===== src/scvs_pkg.sv =====
// scvs_pkg: shared constants, types and helpers for the second-chance victim select block
// depends on nothing; used by scvs_front, scvs_back, second_chance_victim_select, scvs_checker and the testbench
package scvs_pkg;

	localparam int NUM_SETS   = 64;
	localparam int NUM_WAYS   = 8;
	localparam int STAMP_BITS = 32;

	localparam int SET_W = (NUM_SETS > 1) ? $clog2(NUM_SETS) : 1;
	localparam int WAY_W = (NUM_WAYS > 1) ? $clog2(NUM_WAYS) : 1;

	localparam int CQ_DEPTH = 2;
	localparam int RQ_DEPTH = 2;

	localparam logic [1:0] FUNC_INVAL  = 2'd0;
	localparam logic [1:0] FUNC_TOUCH  = 2'd1;
	localparam logic [1:0] FUNC_INSERT = 2'd2;
	localparam logic [1:0] FUNC_VICTIM = 2'd3;

	typedef logic [STAMP_BITS-1:0] stamp_t;
	typedef logic [SET_W-1:0] set_t;
	typedef logic [WAY_W-1:0] way_t;
	typedef logic [NUM_WAYS-1:0][STAMP_BITS-1:0] row_stamp_t;
	typedef logic [NUM_WAYS-1:0] row_bit_t;

	typedef enum logic [2:0] {
		K_NOP,
		K_INVAL,
		K_TOUCH,
		K_INSERT,
		K_VICTIM
	} kind_t;

	typedef struct packed {
		kind_t  kind;
		set_t   set;
		way_t   way;
		stamp_t stamp;
	} cmd_t;

	typedef struct packed {
		logic [2:0] vway;
		logic       vinv;
		logic       done;
	} res_t;

	// set index modulo NUM_SETS, a power of two, so a mask
	function automatic set_t set_wrap(logic [5:0] idx);
		return SET_W'(idx & 6'(NUM_SETS - 1));
	endfunction

endpackage


===== src/scvs_front.sv =====
// scvs_front: accepts requests, decodes them into commands and queues them for the back end
// depends on scvs_pkg
module scvs_front (
	input  logic              clk,
	input  logic              arst_n,
	input  logic              push,
	output logic              full,
	input  logic [1:0]        func,
	input  logic [5:0]        set_index,
	input  logic [2:0]        way_index,
	input  logic [31:0]       now,
	output logic              cmd_valid,
	input  logic              cmd_pop,
	output scvs_pkg::cmd_t    cmd
);
	import scvs_pkg::*;

	localparam int PW = (CQ_DEPTH > 1) ? $clog2(CQ_DEPTH) : 1;
	localparam int CW = $clog2(CQ_DEPTH + 1);

	cmd_t            cmd_in;
	logic            way_ok;
	logic            push_fire;
	logic            pop_fire;
	cmd_t            cq_q [CQ_DEPTH];
	logic [PW-1:0]   wptr_q;
	logic [PW-1:0]   rptr_q;
	logic [CW-1:0]   cnt_q;

	// decode
	always_comb begin
		way_ok       = 32'(way_index) < 32'(NUM_WAYS);
		cmd_in.set   = set_wrap(set_index);
		cmd_in.way   = WAY_W'(way_index);
		cmd_in.stamp = STAMP_BITS'(now);
		case (func)
			FUNC_INVAL:  cmd_in.kind = way_ok ? K_INVAL : K_NOP;
			FUNC_TOUCH:  cmd_in.kind = way_ok ? K_TOUCH : K_NOP;
			FUNC_INSERT: cmd_in.kind = way_ok ? K_INSERT : K_NOP;
			FUNC_VICTIM: cmd_in.kind = K_VICTIM;
			default:     cmd_in.kind = K_NOP;
		endcase
	end

	assign full      = cnt_q == CW'(CQ_DEPTH);
	assign cmd_valid = cnt_q != '0;
	assign cmd       = cq_q[rptr_q];
	assign push_fire = push && !full;
	assign pop_fire  = cmd_pop && cmd_valid;

	always_ff @(posedge clk) begin
		if (push_fire) begin
			cq_q[wptr_q] <= cmd_in;
		end
	end

	always_ff @(posedge clk or negedge arst_n) begin
		if (!arst_n) begin
			wptr_q <= '0;
			rptr_q <= '0;
			cnt_q  <= '0;
		end else begin
			if (push_fire) begin
				wptr_q <= (wptr_q == PW'(CQ_DEPTH - 1)) ? '0 : wptr_q + PW'(1);
			end
			if (pop_fire) begin
				rptr_q <= (rptr_q == PW'(CQ_DEPTH - 1)) ? '0 : rptr_q + PW'(1);
			end
			if (push_fire && !pop_fire) begin
				cnt_q <= cnt_q + CW'(1);
			end else if (pop_fire && !push_fire) begin
				cnt_q <= cnt_q - CW'(1);
			end
		end
	end

endmodule


===== config.mk =====
export PLATFORM = sky130hd
export DESIGN_NAME = scvs_front
export DESIGN_NICKNAME = d
export VERILOG_FILES = /design/src/scvs_pkg.sv /design/src/scvs_front.sv
export SDC_FILE = /design/constraint.sdc
export NUM_CORES = 1
export LEC_CHECK = 0
export BUFFER_PORTS_ARGS = -buffer_cell sky130_fd_sc_hd__buf_4
export CORE_MARGIN = 5
export CORE_UTILIZATION = 47
export CTS_CLUSTER_SIZE = 25
export DETAILED_ROUTE_END_ITERATION = 8
export PLACE_DENSITY = 0.76
export SYNTH_ARGS = -nofsm -noshare
export SYNTH_HDL_FRONTEND = slang
export SYNTH_SLANG_ARGS = --single-unit
export TNS_END_PERCENT = 20

===== constraint.sdc =====
create_clock -name clk -period 3.1 [get_ports clk]
set_clock_uncertainty 0.15 [all_clocks]
set_input_delay 0.93 -clock clk [delete_from_list [all_inputs] [get_ports clk]]
set_output_delay 0.93 -clock clk [all_outputs]
set_load 0.01 [all_outputs]

# --- Word level (Yosys, flattened, before mapping) ---
# Memory sizes are Yosys's and may differ from the RTL's.
# Cells that the tools add are included.
word_totals:
  reg_bits: 4
  mem_bits_rw: 88
  in_bits: 47
  out_inout_bits: 46
  memories: 1
mem_list:
  columns: ["memory", "words", "width", "rd", "rd_clocked_by_memory_dff", "write_ports", "line_no", "rtl"]
  rows:
  - ["cq_q", 2, 44, 1, 0, 1, "scvs_front.sv:25", "cmd_t cq_q [CQ_DEPTH];"]
op_classes:
  add_sub_neg: 4
  eq_ne: 4
  muxes: 7
  reduce_logical: 10
op_table:
  columns: ["operator", "n"]
  rows:
  - ["$pmux W3 S4", 1]
  - ["$eq A2 B2 Y1 const B", 3]
  - ["$logic_and A1 B1 Y1", 4]
  - ["$mux W1", 4]
  - ["$mux W2", 2]
  - ["$reduce_bool A2 Y1", 2]
  - ["$logic_not A1 Y1", 3]
  - ["$add A1 B1 Y1 const B", 2]
  - ["$add A2 B1 Y2 const B", 1]
  - ["$eq A2 B1 Y1 const B", 1]
  - ["$logic_not A2 Y1", 1]
  - ["$sub A2 B1 Y2 const B", 1]

# --- Depth between registers and ports, before layout ---
# Gate-level depths: netlist of the first run.
logic_depth:
  depth_word: 7
  ltp_mapped: 7
  ltp_nobuf: 7

# --- Least setup slack after synthesis of the first run ---
# No wires, ideal clock.
synth_path:
  path_kind: "input to register"
  start: "in push"
  end: "mem cq_q[0][0] in the netlist's numbering, enable pin"
  t_arrival_ns: 2.869
  required_time_ns: 2.505
  setup_slack_ns: -0.364
  stages: 2
  n_path_buf: 0
  path_cell_list: "nand2_1 -> nor2_1"
synth_between:
  elab_chain_cells: 3
synth_rtl:
  columns: ["item", "line_no", "rtl"]
  rows:
  - ["from (decl)", "scvs_front.sv:6", "input logic push,"]
  - ["$logic_and A1 B1 Y1", "scvs_front.sv:48", "assign push_fire = push && !full;"]
  - ["$mux W1", "scvs_front.sv:52", "if (push_fire) begin"]
  - ["$mux W1 (implied by the code)", "scvs_front.sv:53", "cq_q[wptr_q] <= cmd_in;"]
  - ["to (decl)", "scvs_front.sv:25", null]
# No other way between the ends.

==> flow_metrics.tcl, run 1 <==
set metrics [dict create \
    synth_area_um2 3630 \
    slew_viol_final 0 \
    hold_buffers 0 \
    chipWidth_um 97.9 \
    clk_pin_slew_ns 0.08 \
    power_switching_mw 1.17 \
    period_needed_ns 2.62 \
    crit_fanout 36 \
    io_pins 93 \
    grt_use_total_pct 13.0 \
    drtPass1Iterations 3 \
    clock_latency_ns 0.34 \
    synth_nets 213 \
    vias 1724 \
    dpl.hpwl_um 4100 \
    postRouteWirelength_um 6020 \
    fmax_ghz 0.381 \
    hp-class "in2async" \
    synth_area_leader_cell "edfxtp_1" \
    die_y_um 97.9 \
    slew_headroom_pct 75.3 \
    outcome "completed" \
    place.gp.congestion 0.724 \
    ir_drop_mv 0.584 \
    port_buffers 92 \
    syn_inst 162 \
    multi_input_area_um2 787 \
    worstPathArrival_ns 1.54 \
    worst_setup_path_start_kind "flip-flop" \
    p_leak_nw 1.87 \
    yosysSeqAreaShare_pct 75.6 \
    overflow 0 \
    rsz0062_at_grt "no" \
    start_util_pct 47.7 \
    nFillCells 582 \
    power.density_nw_per_um2 907 \
    nets 315 \
    drive_gt1_share_pct 58.7 \
    h-tree-depth 3 \
    switching_share_pct 27.9 \
    max_slew.worst_pin.slew_ns 0.369 \
    vias_per_cell 4.65 \
    yosysUniqueCellTypes 17 \
    critPathCaptureType "output pin" \
    ant_nets 0 \
    grt_max_degree 37 \
    synthTopCellsByArea "edfxtp_1 (73%), mux2_4 (16%), dfrtp_1 (2.8%)" \
    grt_pass1_vias 1919 \
    power_mw 4.21 \
    std_cell_rows 32 \
    cts_resized 0 \
    maxCapViolCount 0 \
    coreArea_um2 7610 \
    numCtsBuffers 9 \
    detail_route.wl_per_cell_um 16.2 \
    finalHoldViolCount 0 \
    clkSinkCount 92 \
    layout_common_cells "buf_4 (93), edfxtp_1 (88), mux2_4 (39)" \
    antenna_found_initial 0 \
    path_class "reg2out" \
    post_cts_buffers 0 \
    clockBufferDepth 2 \
    ff_latch_area_um2 2740 \
    grt_first_pass_wirelength_um 9630 \
    synth_top_area_share_pct 72.9 \
    clockPowerShare_pct 19.9 \
    setup_viol 0 \
    antenna_cells 0 \
    die_area_um2 9570 \
    drc 0 \
    p_int_mw 3.04 \
    ys_ff_latch 92 \
    synthToLayoutAreaGrowth_pct 27.9 \
    comb_power_share_pct 37.6 \
    cp.required_ns 2.02 \
    power_frac_seq_pct 42.6 \
    root_buffer "clkbuf_8" \
    fin_tns_setup_ns 0 \
    drtIter0Drc 60 \
    mostFrequentLayoutCell "buf_4" \
    yosysWarnings 0 \
    fin_crit_sh_pct 84.6 \
    syn_avg_cell_area_um2 22.4 \
    cts_tree "built" \
]
[power groups by stage]
stage / Combinational, mW / Clock (mW) / Sequential (mW)
floorplan: 1.06 / 0 / 1.80
global placement: 1.60 / 0 / 1.81
detailed placement: 1.61 / 0 / 1.82
CTS: 1.62 / 0.854 / 1.79
global route: 1.69 / 0.915 / 1.82
finish: 1.58 / 0.837 / 1.79
[final timing paths]
check | startpoint | endpoint | slack (ns) | cells past startpoint
min in group clk | cnt_q[1] | cnt_q[1] | 0.36 | 1
max | rptr_q | cmd[35] | 0.48 | 3
min | arst_n | wptr_q | 0.22 | 1
min reg2reg | cnt_q[1] | cnt_q[1] | 0.36 | 1
max reg2reg | cnt_q[0] | cq_q[0][21] | 1.29 | 4
max in group asynchronous | arst_n | rptr_q | 2.47 | 1
[cells in the mapped netlist, drive strengths merged]
| cell | n |
|---|---|
| edfxtp | 88 |
| mux2 | 44 |
| buf | 5 |
| dfrtp | 4 |
| ha | 4 |
| inv | 4 |
| xnor2 | 3 |
| nand2 | 2 |
| nor2 | 2 |
| or2 | 2 |
| xor2 | 2 |
| and3 | 1 |
| nand2b | 1 |
[flip-flops by register name, summed over array words and instances, names as in the netlist]
| signal | count |
|---|---|
| cnt_q | 2 |
| rptr_q | 1 |
| cq_q | 88 |
| wptr_q | 1 |
[per-layer routing]
| layer | global-route usage (%) | routed length (um) | up-vias |
|---|---|---|---|
| li1 | - | - | 827 |
| met2 | 20.3 | 2900 | 69 |
| met3 | 6.64 | 547 | 7 |
| met4 | 4.05 | 43 | 0 |
| met5 | 0 | 0 | - |
| met1 | 15.7 | 2530 | 821 |
[cells by family (layout without fill, tap and decap cells)]
group                    Yosys count  after routing  share of synthesized area [%]
AND/OR/NAND/NOR                    8              8                           1.17
XOR/XNOR                           5              5                           1.21
buffers and inverters              9            116                           2.93
flip-flops                        92             92                           75.6
adder cells (fa/ha/maj)            4              4                           1.38
multiplexers                      44             44                           17.7
[final cells by class]
class	instances	share of cell area, %
timing repair buffer	96	16.3
tap	102	2.75
sequential	92	59.1
multi-input combinational	61	17.0
clock inverter	5	1.65
inverter	4	0.324
clock buffer	11	2.83
[worst max-delay path: stages, from the launching register on]
cell and delay [ns]:
dfrtp_2 0.39, buf_12 0.27, mux2_2 0.37, buf_4 0.14
[metrics by stage]
stage / std cells / cell area, um2 / hold WS [ns] / utilization, % / worst slack [ns]
floorplan: 162 / 3630 / 0.306 / - / 0.365
global placement: 355 / 4430 / 0.333 / 58.3 / 0.866
detailed placement: 355 / 4430 / 0.346 / 58.3 / 0.845
CTS: 371 / 4640 / 0.200 / 61.0 / 0.454
global route: 371 / 4640 / 0.186 / 61.0 / 0.384
finish: 371 / 4640 / 0.215 / 61.0 / 0.478
Power figures use the tool's default switching activity.
==> inputs of run 2 (changes only) <==
==> constraint.sdc (replaced) <==
create_clock -name clk -period 2.1 [get_ports clk]
set_clock_uncertainty 0.15 [all_clocks]
set_input_delay 0.63 -clock clk [delete_from_list [all_inputs] [get_ports clk]]
set_output_delay 0.63 -clock clk [all_outputs]
set_load 0.01 [all_outputs]
==> run 2 against run 1 <==
The flow now finishes with violations (negative setup slack). Worst hold slack better by 0.10 ns. Setup slack worse by 0.61 ns. Sequential share of layout area down 3.7 points. Via count up 1.9%. Sequential power up 48%. Non-clock buffer count up 5. Utilization up 4.0 points. Total power up 64%. Design area up 6.6%.
==> flow_metrics.tcl, run 2 (same netlist as run 1, synthesis figures left out) <==
set metrics [dict create \
    rsz0062_at_grt "yes" \
    finalHoldViolCount 0 \
    dpl-instance-area_um2 4470 \
    p_int_mw 5.07 \
    hp-class "in2reg" \
    grt_pass1_vias 1991 \
    clk_pin_slew_ns 0.09 \
    slew_headroom_pct 80.0 \
    crit_fanout 14 \
    numCtsBuffers 9 \
    std_cell_rows 32 \
    worstPathArrival_ns 1.45 \
    largest_reg_flops 88 \
    p_leak_nw 2.01 \
    final_area_um2 4950 \
    violations "negative setup slack" \
    drc 0 \
    nets 320 \
    power.density_nw_per_um2 1400 \
    dp.cells 358 \
    detail_route.wl_per_cell_um 15.9 \
    period_needed_ns 2.23 \
    clkSinkCount 92 \
    postRouteWirelength_um 6000 \
    grt_first_pass_wirelength_um 9520 \
    overflow 0 \
    outcome "complete, but fails checks" \
    clockPowerShare_pct 21.7 \
    worst_setup_path_start_kind "flip-flop" \
    place.gp.congestion 0.669 \
    layout.cells.non_filler 376 \
    vias_per_cell 4.67 \
    regMostFlops "cq_q" \
    r2r_slack_ns 0.34 \
    rr_startpoint "cnt_q[0]" \
    max_slew.worst_pin.slew_ns 0.301 \
    finalWorstSetupSlack_ns -0.133 \
    synthToLayoutAreaGrowth_pct 36.4 \
    clock_latency_ns 0.34 \
    start_util_pct 47.7 \
    root_buffer "clkbuf_8" \
    h-tree-depth 3 \
    die_area_um2 9570 \
    hold_depth 1 \
    rr_worst_depth 7 \
    vias 1756 \
    cp.required_ns 1.32 \
    ant_nets 0 \
    hold_path_startpoint "now[28]" \
    port_buffers 92 \
    ir_drop_mv 0.767 \
    regToRegEndpoint "cnt_q[1]" \
    grt_max_degree 30 \
    crit_start "rptr_q" \
    antenna_found_initial 0 \
    drtIter0Drc 71 \
    cts_tree "built" \
    maxCapViolCount 0 \
    fmax_ghz 0.448 \
    grt_use_total_pct 13.0 \
    clockBufferDepth 2 \
    power_switching_mw 1.84 \
    comb_power_share_pct 39.9 \
    die_y_um 97.9 \
    coreArea_um2 7610 \
    slew_viol_final 0 \
    post_cts_buffers 0 \
    critPathCaptureType "output pin" \
    path_class "reg2out" \
    worstHoldEndpoint "cq_q[1][28]" \
    io_pins 93 \
    drive_gt1_share_pct 59.9 \
    layout_common_cells "edfxtp_1 (88), buf_4 (52), mux2_4 (44)" \
    chipWidth_um 97.9 \
    fin_crit_sh_pct 106 \
    dpl.hpwl_um 4240 \
    drtPass1Iterations 4 \
    power_frac_seq_pct 38.4 \
    switching_share_pct 26.7 \
    antenna_cells 0 \
    mostFrequentLayoutCell "edfxtp_1" \
    setup_viol 44 \
    top_regs "cq_q x88, cnt_q x2" \
]
==> run 2: cell count changes in the layout (fill, tap and decap cells not counted), sizes merged <==
cell / before / now
buf: 96 / 99
bufinv: 2 / 4
clkinv: 2 / 1
dlygate4sd3: 0 / 1
==> run 2: worst max-delay path by stage <==
stage	slack (ns)	end
4_1_cts	-0.23	cmd[40]
3_3_place_gp	0.17	cmd[40]
5_1_grt	-0.19	cmd[33]
3_5_place_dp	0.17	cmd[40]
2_1_floorplan	-0.18	cq_q[1][0]
6_report	-0.13	cmd[27]
==> run 2: metal layers <==
layer | vias up | track usage (%) | routed length, um
li1 | 835 | - | -
met1 | 865 | 13.8 | 2200
met2 | 48 | 22.9 | 3310
met3 | 8 | 4.71 | 394
met4 | 0 | 5.75 | 90
met5 | - | 0 | 0
==> run 2: area by class of cell <==
class	instances	area, um2
Clock buffer	10	128
Timing Repair Buffer	101	990
Sequential cell	92	2740
Multi-Input combinational cell	61	806
Fill cell	548	2660
Inverter	4	15.0
Tap cell	102	128
Clock inverter	6	136
==> run 2: timing repair <==
action | in CTS | in global routing
cloned | 0 | 1
setup endpoints to repair | 44 | 44
hold buffers | 1 | 0
resized for setup | 47 | 1
hold endpoints to repair | 4 | 0
==> run 2: power by group through the flow <==
stage | registers, mW | logic (mW) | clock network, mW
2_1_floorplan | 2.65 | 1.58 | 0
3_3_place_gp | 2.67 | 2.41 | 0
3_5_place_dp | 2.69 | 2.44 | 0
4_1_cts | 2.65 | 2.77 | 1.53
5_1_grt | 2.69 | 2.93 | 1.62
6_report | 2.65 | 2.76 | 1.50
==> run 2: per-stage QoR <==
stage	TNS (ns)	hold slack [ns]	utilization (%)	setup slack (ns)	power (mW)
after floorplan	-7.99	0.184	-	-0.182	4.23
after global routing	-7.04	0.285	65.0	-0.185	7.24
after global placement	0	0.277	58.7	0.171	5.08
after CTS	-6.34	0.298	64.6	-0.226	6.95
after detailed placement	0	0.279	58.7	0.167	5.13
final	-4.89	0.316	65.0	-0.133	6.91
==> run 2: worst max-delay path: stages (launching register included) <==
cell and delay, ns:
dfrtp_2 0.46, clkbuf_16 0.21, mux2_4 0.31, buf_6 0.12
==> inputs of run 3 (changes only) <==
--- a/config.mk
+++ b/config.mk
@@ -5,6 +5,7 @@
 export SDC_FILE = /design/constraint.sdc
 export NUM_CORES = 1
 export LEC_CHECK = 0
+export ABC_AREA = 1
 export BUFFER_PORTS_ARGS = -buffer_cell sky130_fd_sc_hd__buf_4
 export CORE_MARGIN = 5
 export CORE_UTILIZATION = 47
==> run 3 against run 2 <==
The flow still finishes with violations (negative setup slack). Synthesized cell count increased by 65%. Global-route usage increased by 1.2 points. Design area decreased by 8.0%. First-iteration DRC count increased by 38%.
==> flow_metrics.tcl, run 3 <==
set metrics [dict create \
    dpl-instance-area_um2 4320 \
    worst_setup_path_start_kind "flip-flop" \
    ir_drop_mv 0.713 \
    period_needed_ns 2.11 \
    mostFrequentLayoutCell "nand2_1" \
    power_frac_seq_pct 43.6 \
    die_area_um2 9330 \
    dp.cells 454 \
    clockPowerShare_pct 18.6 \
    synthToLayoutAreaGrowth_pct 29.0 \
    yosysWarnings 0 \
    path_class "reg2out" \
    yosysSeqAreaShare_pct 77.8 \
    synth_area_leader_cell "edfxtp_1" \
    hold_depth 1 \
    p_int_mw 4.03 \
    grt_pass1_vias 2251 \
    maxCapViolCount 0 \
    power_mw 6.06 \
    slew_headroom_pct 71.3 \
    fin_crit_sh_pct 101 \
    worst_path_max_delay_cell "dfrtp_2" \
    root_buffer "clkbuf_8" \
    post_cts_buffers 0 \
    synth_area_um2 3520 \
    critPathCaptureType "output pin" \
    worstPathArrival_ns 1.33 \
    syn_inst 267 \
    layout_common_cells "nand2_1 (140), buf_4 (93), edfxtp_1 (88)" \
    detail_route.wl_per_cell_um 13.9 \
    coreArea_um2 7290 \
    outcome "complete, but fails checks" \
    h-tree-depth 3 \
    synthTopCellsByArea "edfxtp_1 (75%), nand2_1 (15%), dfrtp_1 (2.8%)" \
    p_leak_nw 1.97 \
    pre_cts_slack_ns 0.274 \
    cp_num_buf_inv 2 \
    hp-class "in2reg" \
    clkSinkCount 92 \
    yosysUniqueCellTypes 18 \
    r2r_slack_ns 0.50 \
    synth_flop_cell "edfxtp_1" \
    drtIter0Drc 98 \
    synth_top_area_share_pct 75.0 \
    netlist_top_cells_count "nand2_1 (141), edfxtp_1 (88), inv_1 (8)" \
    grt_max_degree 46 \
    numCtsBuffers 9 \
    grt_first_pass_wirelength_um 10500 \
    std_cell_rows 31 \
    utilization_pct 62.4 \
    cpPeakStageDelay_ns 0.50 \
    start_util_pct 48.3 \
    drtPass1Iterations 4 \
    crit_fanout 27 \
    cp.required_ns 1.32 \
    largest_reg_flops 88 \
    max_slew.worst_pin.slew_ns 0.426 \
    clk_pin_slew_ns 0.09 \
    vias_per_cell 4.68 \
    clockBufferDepth 2 \
    rr_worst_depth 4 \
    postRouteWirelength_um 6550 \
    cp_cell_sequence "buf_12 -> nand2_1 -> nand2_2 -> buf_4" \
    whs_ns 0.314 \
    die_y_um 96.6 \
    final_area_um2 4550 \
    drc 0 \
    violations "negative setup slack" \
    slew_viol_final 0 \
    switching_share_pct 33.6 \
    hold_path_startpoint "set_index[4]" \
    regToRegEndpoint "cq_q[1][9]" \
    ys_async_sr_fraction_pct 4.35 \
    drive_gt1_share_pct 32.8 \
    grt_use_total_pct 14.2 \
    fmax_ghz 0.474 \
    power_switching_mw 2.04 \
    critPathTopFamily "flip-flops" \
    antenna_cells 0 \
    finalHoldViolCount 0 \
    finalWorstSetupSlack_ns -0.0111 \
    synth_edf_count 88 \
    chipWidth_um 96.6 \
    ant_nets 0 \
    ys_ff_latch 92 \
    crit_start "rptr_q" \
    vias 2203 \
    comb_power_share_pct 37.8 \
    worstHoldEndpoint "cq_q[0][39]" \
    clock_latency_ns 0.34 \
    nets 418 \
    regMostFlops "cq_q" \
    cts_tree "built" \
    rr_startpoint "cnt_q[1]" \
    top_regs "cq_q x88, cnt_q x2" \
    io_pins 93 \
    layout.cells.non_filler 471 \
    setup_viol 4 \
    overflow 0 \
    syn_avg_cell_area_um2 13.2 \
    synth_nets 318 \
    dpl.hpwl_um 4270 \
    yosysMostFrequentCell "nand2_1" \
    power.density_nw_per_um2 1330 \
    antenna_found_initial 0 \
    rsz0062_at_grt "yes" \
    port_buffers 92 \
    place.gp.congestion 0.802 \
    fin_tns_setup_ns -0.0306 \
]
==> run 3: cell types whose count changed after synthesis, moves of 3 or more <==
cell	delta
nand2_1	+140
mux2_4	-39
buf_6	+5
mux2_2	-5
buf_12	-4
inv_1	+4
buf_4	+3
==> run 3: how the worst max path moves through the flow <==
| stage | end | slack [ns] | depth (start not counted) |
|---|---|---|---|
| final | cmd[5] | -0.01 | 4 |
| after global routing | cmd[42] | -0.11 | 4 |
| after CTS | cmd[17] | -0.04 | 4 |
| after detailed placement | cmd[17] | 0.27 | 4 |
| after global placement | cmd[41] | 0.29 | 4 |
| after floorplan | cq_q[0][0] | -0.16 | 4 |
==> run 3: cell type report <==
| class | count | area, um2 |
|---|---|---|
| tap | 99 | 124 |
| timing repair buffer | 98 | 779 |
| clock buffer | 9 | 124 |
| inverter | 10 | 50.0 |
| fill | 574 | 2740 |
| multi-input combinational | 156 | 659 |
| clock inverter | 7 | 67.6 |
| sequential | 92 | 2740 |
==> run 3: cell families (layout without fill, tap and decap cells) <==
| group | after synthesis | after routing | synth area share [%] |
|---|---|---|---|
| DFF | 92 | 92 | 77.8 |
| xor gates and xnor gates | 1 | 1 | 0.249 |
| and+or+nand+nor | 150 | 150 | 16.6 |
| adders and majority gates | 4 | 4 | 1.42 |
| buffers and inverters | 19 | 124 | 3.76 |
| AOI/OAI and AO/OA | 1 | 1 | 0.142 |
==> run 3: worst reg2reg max path: stages, from the launching register on <==
cell,delay [ns]
dfrtp_1,0.39
inv_1,0.14
o21ai_0,0.18
nor2_4,0.15
buf_12,0.27
==> run 3: power groups by stage <==
| stage | combinational, mW | sequential, mW | clock [mW] |
|---|---|---|---|
| after detailed placement | 2.29 | 2.67 | 0 |
| after global placement | 2.25 | 2.65 | 0 |
| after floorplan | 1.31 | 2.64 | 0 |
| final | 2.29 | 2.64 | 1.13 |
| after CTS | 2.33 | 2.65 | 1.16 |
| after global routing | 2.53 | 2.68 | 1.24 |
==> run 3: repair_timing <==
item / 4_1_cts / 5_1_grt
endpoints found under the setup margin: 44 / 44
endpoints found under the hold margin: 4 / 0
gates resized for setup: 6 / 1
hold buffers: 1 / 0
==> run 3: routing by layer <==
| layer | part of all wire [%] | GRT usage [%] |
|---|---|---|
| met4 | 1.6 | 5.83 |
| met3 | 5.9 | 3.74 |
| met2 | 52 | 25.1 |
| met1 | 40 | 16.1 |
| met5 | 0 | 0 |
